`config.mk`:
```
export PLATFORM = sky130hd
export DESIGN_NAME = longest_free_run_tracker_unit
export DESIGN_NICKNAME = d
export VERILOG_FILES = /design/src/hw/rtl/lfrt_pkg.sv /design/src/hw/rtl/lfrt_ctrl.sv /design/src/hw/rtl/lfrt_datapath.sv /design/src/hw/rtl/longest_free_run_tracker_unit.sv
export SDC_FILE = /design/constraint.sdc
export NUM_CORES = 2
export LEC_CHECK = 0
export ABC_AREA = 0
export ABC_CLOCK_PERIOD_IN_PS = 11250
export BUFFER_PORTS_ARGS = -buffer_cell sky130_fd_sc_hd__buf_4
export CAP_MARGIN = 20
export CORE_AREA = 2 2 359 361
export CTS_BUF_LIST = sky130_fd_sc_hd__clkbuf_4 sky130_fd_sc_hd__clkbuf_8
export CTS_CLUSTER_DIAMETER = 80
export CTS_CLUSTER_SIZE = 25
export DETAILED_ROUTE_END_ITERATION = 7
export DIE_AREA = 0 0 361 363
export PLACE_DENSITY = 0.65
export SKIP_CTS_REPAIR_TIMING = 1
export SLEW_MARGIN = 20
export SYNTH_ARGS = -nofsm -noshare
export SYNTH_HDL_FRONTEND = slang
export SYNTH_SLANG_ARGS = --single-unit
```
`constraint.sdc`:
```
create_clock -name clk -period 11.25 [get_ports clk]
set_clock_uncertainty 0.05 [all_clocks]
set_input_delay 1.125 -clock clk [delete_from_list [all_inputs] [get_ports clk]]
set_output_delay 1.125 -clock clk [all_outputs]
set_load 0.005 [all_outputs]
```
`src/hw/rtl/lfrt_pkg.sv`:
```
// Package for the longest free run tracker: sizes, controller states,
// the controller/datapath command and status structs, and the run-merge function.
// Depends on nothing; every other RTL file imports it.
`default_nettype none

package lfrt_pkg;

  localparam int MAX_POSITIONS = 1024;
  localparam int MAX_TOP       = MAX_POSITIONS - 1;
  localparam int POS_W         = 10;
  localparam int TOP_W         = 10;
  localparam int RUN_W         = 11;
  localparam int DATA_IN_W     = 16;
  localparam int DATA_OUT_W    = 16;
  localparam int WORD_W        = 32;
  localparam int WORD_LOG      = $clog2(WORD_W);
  localparam int NUM_WORDS     = MAX_POSITIONS / WORD_W;
  localparam int ADDR_W        = $clog2(NUM_WORDS);
  localparam int MAP_W         = $clog2(MAX_POSITIONS);
  localparam int SEG_W         = WORD_LOG + 1;

  localparam logic [TOP_W-1:0] TOP_RESET = TOP_W'(1023);

  typedef enum logic [1:0] {
    ST_IDLE,
    ST_UPDATE,
    ST_SCAN,
    ST_DRAIN
  } state_t;

  typedef struct packed {
    logic              accept;
    logic              update;
    logic              scan_rd;
    logic [ADDR_W-1:0] scan_addr;
    logic              load_out;
  } lfrt_cmd_t;

  typedef struct packed {
    logic pipe_busy;
    logic out_free;
  } lfrt_status_t;

  // Run summary of a segment: all free, free run at the low end,
  // free run at the high end, and longest free run inside.
  typedef struct packed {
    logic             full;
    logic [SEG_W-1:0] pre;
    logic [SEG_W-1:0] suf;
    logic [SEG_W-1:0] best;
  } seg_t;

  function automatic seg_t seg_join(seg_t lo, seg_t hi);
    seg_t             r;
    logic [SEG_W-1:0] mid;
    logic [SEG_W-1:0] m;
    r.full = lo.full & hi.full;
    r.pre  = lo.full ? SEG_W'(lo.pre + hi.pre) : lo.pre;
    r.suf  = hi.full ? SEG_W'(hi.suf + lo.suf) : hi.suf;
    mid    = SEG_W'(lo.suf + hi.pre);
    m      = (lo.best > hi.best) ? lo.best : hi.best;
    r.best = (mid > m) ? mid : m;
    return r;
  endfunction

endpackage

`default_nettype wire

```
`src/hw/rtl/lfrt_ctrl.sv`:
```
// Controller of the longest free run tracker: sequences lookup, update,
// word scan and result hand-off. Depends on lfrt_pkg.
`default_nettype none

module lfrt_ctrl
  import lfrt_pkg::*;
(
  input  wire logic         clk,
  input  wire logic         rst,
  input  wire logic         s_tvalid,
  output logic              s_tready,
  input  wire lfrt_status_t status,
  output lfrt_cmd_t         cmd
);

  state_t            state;
  state_t            state_next;
  logic [ADDR_W-1:0] cnt;
  logic [ADDR_W-1:0] cnt_next;

  always_ff @(posedge clk) begin
    if (rst) begin
      state <= ST_IDLE;
      cnt   <= '0;
    end else begin
      state <= state_next;
      cnt   <= cnt_next;
    end
  end

  always_comb begin
    state_next    = state;
    cnt_next      = cnt;
    cmd           = '0;
    cmd.scan_addr = cnt;
    s_tready      = 1'b0;
    case (state)
      ST_IDLE: begin
        s_tready = 1'b1;
        if (s_tvalid) begin
          cmd.accept = 1'b1;
          state_next = ST_UPDATE;
        end
      end
      ST_UPDATE: begin
        cmd.update = 1'b1;
        cnt_next   = '0;
        state_next = ST_SCAN;
      end
      ST_SCAN: begin
        cmd.scan_rd = 1'b1;
        cnt_next    = ADDR_W'(cnt + 1'b1);
        if (cnt == ADDR_W'(NUM_WORDS - 1)) begin
          state_next = ST_DRAIN;
        end
      end
      ST_DRAIN: begin
        if (!status.pipe_busy && status.out_free) begin
          cmd.load_out = 1'b1;
          state_next   = ST_IDLE;
        end
      end
      default: begin
        state_next = ST_IDLE;
      end
    endcase
  end

endmodule

`default_nettype wire

```
`src/hw/rtl/lfrt_datapath.sv`:
```
// Datapath of the longest free run tracker: removal bitmap memory, range
// register, word summary tree, run accumulator and output register.
// Depends on lfrt_pkg.
`default_nettype none

module lfrt_datapath
  import lfrt_pkg::*;
(
  input  wire logic             clk,
  input  wire logic             rst,
  input  wire logic [POS_W-1:0] pos_in,
  input  wire logic             cfg_we,
  input  wire logic [TOP_W-1:0] cfg_top,
  input  wire lfrt_cmd_t        cmd,
  output lfrt_status_t          status,
  input  wire logic             out_ready,
  output logic                  out_valid,
  output logic [RUN_W-1:0]      out_run,
  output logic                  out_rej
);

  logic [WORD_W-1:0] mem [0:NUM_WORDS-1];
  logic [NUM_WORDS-1:0] row_valid;

  logic [TOP_W-1:0]  top;
  logic [MAP_W-1:0]  eff_top;
  logic [POS_W-1:0]  pos;
  logic              rej;
  logic [WORD_W-1:0] rd_word;
  logic              rd_ok;
  logic [WORD_W-1:0] rd_data;
  logic [ADDR_W-1:0] rd_addr;
  logic [ADDR_W-1:0] rd_addr_q;
  logic              rd_en;
  logic              scan_v;
  logic              sum_v;
  seg_t              summary;
  seg_t              word_seg;
  logic [WORD_W-1:0] above;
  logic [WORD_W-1:0] free_bits;
  logic [RUN_W-1:0]  cur;
  logic [RUN_W-1:0]  best;
  logic [RUN_W-1:0]  cur_next;
  logic [RUN_W-1:0]  best_next;
  logic [RUN_W-1:0]  cand;
  logic [RUN_W-1:0]  wbest;
  logic [ADDR_W-1:0] pos_word;
  logic [WORD_LOG-1:0] pos_bit;
  logic              rej_now;
  logic              removed_bit;
  seg_t              tree [0:WORD_LOG][0:WORD_W-1];

  // Marks outside the map cannot exist, so the range is clipped to it.
  assign eff_top = (32'(top) > MAX_TOP) ? MAP_W'(MAX_TOP) : MAP_W'(top);

  assign pos_word = ADDR_W'(pos >> WORD_LOG);
  assign pos_bit  = pos[WORD_LOG-1:0];
  assign rd_data  = rd_ok ? rd_word : '0;

  assign rd_en   = cmd.accept | cmd.scan_rd;
  assign rd_addr = cmd.accept ? ADDR_W'(pos_in >> WORD_LOG) : cmd.scan_addr;

  assign removed_bit = rd_data[pos_bit];
  assign rej_now     = (32'(pos) > 32'(eff_top)) | removed_bit;

  assign status.pipe_busy = scan_v | sum_v;
  assign status.out_free  = !out_valid | out_ready;

  always_ff @(posedge clk) begin
    if (rd_en) begin
      rd_word <= mem[rd_addr];
    end
    if (cmd.update && !rej_now) begin
      mem[pos_word] <= rd_data | (WORD_W'(1) << pos_bit);
    end
  end

  always_ff @(posedge clk) begin
    if (rst) begin
      row_valid <= '0;
      rd_ok     <= 1'b0;
      top       <= TOP_RESET;
      scan_v    <= 1'b0;
      sum_v     <= 1'b0;
      out_valid <= 1'b0;
    end else begin
      if (rd_en) begin
        rd_ok <= row_valid[rd_addr];
      end
      if (cmd.update && !rej_now) begin
        row_valid[pos_word] <= 1'b1;
      end
      if (cfg_we) begin
        top <= cfg_top;
      end
      scan_v <= cmd.scan_rd;
      sum_v  <= scan_v;
      if (cmd.load_out) begin
        out_valid <= 1'b1;
      end else if (out_ready) begin
        out_valid <= 1'b0;
      end
    end
  end

  // Positions above the range count as removed.
  always_comb begin
    above = '0;
    for (int i = 0; i < WORD_W; i++) begin
      if (rd_addr_q > ADDR_W'(eff_top >> WORD_LOG)) begin
        above[i] = 1'b1;
      end else if (rd_addr_q == ADDR_W'(eff_top >> WORD_LOG)) begin
        above[i] = (WORD_LOG'(i) > eff_top[WORD_LOG-1:0]);
      end
    end
  end

  assign free_bits = ~(rd_data | above);

  // Log-depth tree of segment summaries over one word.
  always_comb begin
    for (int l = 0; l <= WORD_LOG; l++) begin
      for (int j = 0; j < WORD_W; j++) begin
        tree[l][j] = '0;
      end
    end
    for (int j = 0; j < WORD_W; j++) begin
      tree[0][j].full = free_bits[j];
      tree[0][j].pre  = SEG_W'(free_bits[j]);
      tree[0][j].suf  = SEG_W'(free_bits[j]);
      tree[0][j].best = SEG_W'(free_bits[j]);
    end
    for (int l = 1; l <= WORD_LOG; l++) begin
      for (int j = 0; j < WORD_W / 2; j++) begin
        if (j < (WORD_W >> l)) begin
          tree[l][j] = seg_join(tree[l-1][2*j], tree[l-1][2*j+1]);
        end
      end
    end
    word_seg = tree[WORD_LOG][0];
  end

  always_ff @(posedge clk) begin
    rd_addr_q <= rd_addr;
    if (scan_v) begin
      summary <= word_seg;
    end
  end

  // Fold one word summary into the running run and best.
  always_comb begin
    cand  = RUN_W'(cur + RUN_W'(summary.pre));
    wbest = RUN_W'(summary.best);
    if (summary.full) begin
      cur_next  = RUN_W'(cur + RUN_W'(WORD_W));
      best_next = (cur_next > best) ? cur_next : best;
    end else begin
      cur_next  = RUN_W'(summary.suf);
      best_next = best;
      if (cand > best_next) begin
        best_next = cand;
      end
      if (wbest > best_next) begin
        best_next = wbest;
      end
    end
  end

  always_ff @(posedge clk) begin
    if (cmd.accept) begin
      pos  <= pos_in;
      cur  <= '0;
      best <= '0;
    end else if (sum_v) begin
      cur  <= cur_next;
      best <= best_next;
    end
    if (cmd.update) begin
      rej <= rej_now;
    end
    if (cmd.load_out) begin
      out_run <= best;
      out_rej <= rej;
    end
  end

endmodule

`default_nettype wire

```
`src/hw/rtl/longest_free_run_tracker_unit.sv`:
```
// Top level of the longest free run tracker: joins controller and datapath.
// Depends on lfrt_pkg, lfrt_ctrl and lfrt_datapath.
//
// Usage: each request on the slave stream names one position (s_tdata[9:0])
// to remove from the range 0 through top_value. The block answers every
// request with one result on the master stream: the length of the longest
// run of consecutive positions still present (m_tdata[10:0]) and a reject
// flag (m_tuser), raised when the position lies above top_value or was
// already removed; a rejected request leaves the map unchanged.
// top_value is to be written through cfg_we/cfg_wdata only while the block
// is idle; the block itself does not enforce this. Each request is checked
// against the bitmap word read at acceptance, which is then updated; next,
// every 32-bit word of the bitmap memory is read through its single read
// port, the last word is summarized and folded, and the result is loaded
// into the output register. The block takes the next request only after
// that load, in the idle state; a new request is taken while the previous
// result still waits on the master side.
// If the receiver stalls, the result holds in the output register and the
// next request finishes its scan, then waits until the register frees.
// Reset clears the bitmap through per-word valid flags, sets top_value to
// 1023 and drops m_tvalid.
`default_nettype none

module longest_free_run_tracker_unit
  import lfrt_pkg::*;
(
  input  wire logic                  clk,
  input  wire logic                  rst,
  input  wire logic                  s_tvalid,
  output logic                       s_tready,
  input  wire logic [DATA_IN_W-1:0]  s_tdata,   // [9:0] position
  output logic                       m_tvalid,
  input  wire logic                  m_tready,
  output logic [DATA_OUT_W-1:0]      m_tdata,   // [10:0] longest_run
  output logic                       m_tuser,   // [0] rejected
  input  wire logic                  cfg_we,
  input  wire logic [TOP_W-1:0]      cfg_wdata
);

  lfrt_cmd_t        cmd;
  lfrt_status_t     status;
  logic [RUN_W-1:0] run;

  lfrt_ctrl u_ctrl (
    .clk      (clk),
    .rst      (rst),
    .s_tvalid (s_tvalid),
    .s_tready (s_tready),
    .status   (status),
    .cmd      (cmd)
  );

  lfrt_datapath u_dp (
    .clk       (clk),
    .rst       (rst),
    .pos_in    (s_tdata[POS_W-1:0]),
    .cfg_we    (cfg_we),
    .cfg_top   (cfg_wdata),
    .cmd       (cmd),
    .status    (status),
    .out_ready (m_tready),
    .out_valid (m_tvalid),
    .out_run   (run),
    .out_rej   (m_tuser)
  );

  // Upper bits of the input request are padding and not used.
  assign m_tdata = DATA_OUT_W'(run);

endmodule

`default_nettype wire

```
==> flow_summary_export.csv <==
group,metric,value,unit
logic_synthesis,syn-cell-area,0.05698,mm^2
logic_synthesis,synth_edf_count,1098,
worst_hold_path,hp-class,"reg2reg",
critical_path,rrSetupSlack,0.21,ns
grt,grt_pass1_vias,37623,
logic_synthesis,yosysTopAreaCell,"edfxtp_1",
logic_synthesis,synth.most_common_cell,"nand2_1",
drt,dr.first_iter.drc_count,4739,
logic_synthesis,synth_cells,4979,
status,status,"complete, no violations",
logic_synthesis,ys_ff_latch,1178,
die,die_h,363,um
grt,grt_max_degree,148,
sta,setup_viol,0,
critical_path,cp_common_cell,"ha_4",
grt,antenna_found_initial,4,
layout,fillCellCount,10858,
logic_synthesis,yosys.area_share.simple,16.64,%
drt,antenna_left,0,
logic_synthesis,synth_compound_area_share,8.186,%
sta,holdWs,0.4298,ns
drt,via_per_inst,5.809,
logic_synthesis,yosys.area.top_type_share,57.87,%
critical_path,max_stage_delay,0.52,ns
clock_tree,clkTransAtPathRegs,0.14,ns
sta,worstMarginPinSlew,1.152,ns
grt,grt_pass1_wl,230.8,mm
drt,routedWlPerCell,22.81,um
clock_tree,cts_buffer_depth,3,
grt,grt_util_all_layers,23.00,%
sta,final_max_slew_viol_count,0,
logic_synthesis,ys_top_cells_by_area,"edfxtp_1 58%, nand2_1 7.8%, ha_1 6.9%, nand3_1 5.2%, dfxtp_1 2.8%",
layout,finalNetCount,5551,
grt,grt-ovfl-total,0,
die,num_io_pins,50,
sta,finalCriticalPeriod,11.04,ns
die,start_util,44.85,%
layout,syn_to_final_growth,12.42,%
logic_synthesis,synth-async-reset-ratio,0,%
clock_tree,clock-root-buffer,"clkbuf_8",
sta,period_share,98.15,%
place,dp_hpwl,88.17,mm
critical_path,startpoint_type,"register",
logic_synthesis,muxShareOfSynthArea,1.965,%
worst_hold_path,hold_end,"u_dp.row_valid[13]",
logic_synthesis,synth_fa_ha_area_share,8.489,%
die,rows,131,
logic_synthesis,synthTopCellsByCount,"1191 x nand2_1, 1098 x edfxtp_1, 587 x nand3_1",
logic_synthesis,synth_ff_type,"edfxtp_1",
drt,drtPass1Iterations,6,
die,die_w,361,um
clock_tree,cts_buffers,60,
critical_path,required,11.78,ns
logic_synthesis,synth-xor-area-share,0.6917,%
drt,vias,39770,
sta,rsz0062_at_grt,"true",
clock_tree,h-tree-depth,2,
worst_hold_path,worstHoldPathCells,1,
logic_synthesis,syn_area_per_cell,11.44,um^2
place,io_buffers,38,
critical_path,cp_max_fo,6,
critical_path,reg2reg_depth,60,
critical_path,cp_top_family,"adder cells",
logic_synthesis,synth_cell_types,70,
sta,fmax,90.57,MHz
place,place_congestion,0.8946,
clock_tree,clock-sinks,1178,
die,core-area,0.1270,mm^2
layout,final_util,50.43,%
logic_synthesis,yosysWarningCount,0,
drt,drt-total-wl,156.2,mm
clock_tree,insertion_delay,0.84,ns
clock_tree,tritoncts,"done",
sta,max_slew_margin,21.21,%
critical_path,arrival,11.57,ns
critical_path,worstSetupPathType,"reg2reg",
critical_path,r2r-end,"u_dp.summary[3]",
critical_path,slowest_stage,"fa_1",
critical_path,r2r_start,"u_dp.eff_top[9]",
logic_synthesis,synth_top_family_by_area,"simple AND/OR/NAND/NOR gates",
flow_run,maxCapViolCount,0,
sta,hold_viol_final,0,
critical_path,worst-path-buf-inv,9,
worst_hold_path,hold_start,"u_dp.row_valid[13]",
layout,drive_gt1_share,16.01,%
logic_synthesis,ys_seq_area_share,60.68,%
die,die-area,0.1310,mm^2
sta,finalSetupTns,0,ns
critical_path,cp-end-kind,"register",
drt,drcViolationCount,0,
==> registers in the layout, indices dropped and copies added (netlist names), 2 cells and up <==
name            flops
u_dp.rd_word       32
u_dp.pos           10
u_dp.cur           11
u_ctrl.cnt          5
u_dp.out_run       11
u_dp.best          11
u_dp.rd_addr_q      5
u_ctrl.state        2
u_dp.row_valid     32
u_dp.summary       19
u_dp.eff_top       10
u_dp.mem         1024
==> area by class of cell <==
| type | instances | area (um^2) | area share (%) |
|---|---|---|---|
| multi-input cells | 3307 | 22240 | 34.71 |
| repair buffers | 394 | 3167 | 4.944 |
| inverters | 220 | 852.1 | 1.330 |
| diodes | 1 | 2.502 | 0.003907 |
| flip-flops and latches | 1178 | 34580 | 53.99 |
| clock inverters | 23 | 297.8 | 0.4649 |
| well taps | 1662 | 2079 | 3.246 |
| clock buffers | 61 | 839.6 | 1.311 |
==> layer usage <==
layer / GRT usage (%) / vias up / share of wire (%)
li1: - / 18317 / -
met4: 6.678 / 0 / 2.8
met3: 3.686 / 241 / 8.5
met1: 31.95 / 19575 / 41
met5: 0 / - / 0
met2: 37.36 / 1637 / 47
==> stage by stage <==
stage / cell area, um^2 / worst slack, ns / std cells
final: 64050 / 0.2084 / 6846
after global routing: 64050 / -0.2681 / 6846
after CTS: 62210 / -0.7446 / 6797
after detailed placement: 61070 / -0.6623 / 6713
after global placement: 61040 / -0.4287 / 6712
after floorplan: 57010 / 0.005317 / 4983
==> cells in the final DEF (no fill, tap or decap), drive strengths merged, types with 11 or more instances in the layout <==
master	Yosys	final
o21ai	105	105
xor2	22	22
o22ai	12	12
nor3	16	16
edfxtp	1098	1098
buf	35	394
dfxtp	80	80
clkbuf	243	61
a311oi	165	165
nor2	129	129
nand2b	27	27
nand2	1191	1191
xnor2	23	23
a21o	81	81
mux2i	41	41
nand3	587	587
o21a	46	46
nand3b	18	18
and3	79	79
nand4	14	14
nor2b	41	41
fa	46	46
a221oi	11	11
a31oi	42	42
inv	217	230
mux2	43	43
a21oi	106	106
o211ai	24	24
ha	313	313
==> worst max path at each step <==
| stage | startpoint | depth (start not counted) | end | slack [ns] |
|---|---|---|---|---|
| final | u_dp.eff_top[9] | 60 | u_dp.summary[3] | 0.21 |
| after global routing | u_dp.eff_top[9] | 62 | u_dp.summary[3] | -0.27 |
| after CTS | u_dp.eff_top[9] | 58 | u_dp.summary[3] | -0.74 |
| after detailed placement | u_dp.eff_top[9] | 58 | u_dp.summary[3] | -0.66 |
| after global placement | u_dp.eff_top[8] | 58 | u_dp.summary[3] | -0.43 |
| after floorplan | u_dp.eff_top[9] | 55 | u_dp.summary[0] | 0.005 |
==> logic make-up (layout without fill, tap and decap cells) <==
kind of cell | after synthesis | count (layout)
compound gates | 660 | 660
xor+xnor | 45 | 45
fa+ha+maj | 359 | 359
buf+inv | 498 | 698
flops | 1178 | 1178
mux | 94 | 94
other cells | 1 | 6
simple gates | 2144 | 2144
Power is not shown: default switching activity piles up to over one toggle a cycle in this logic, so the estimate is an artifact.
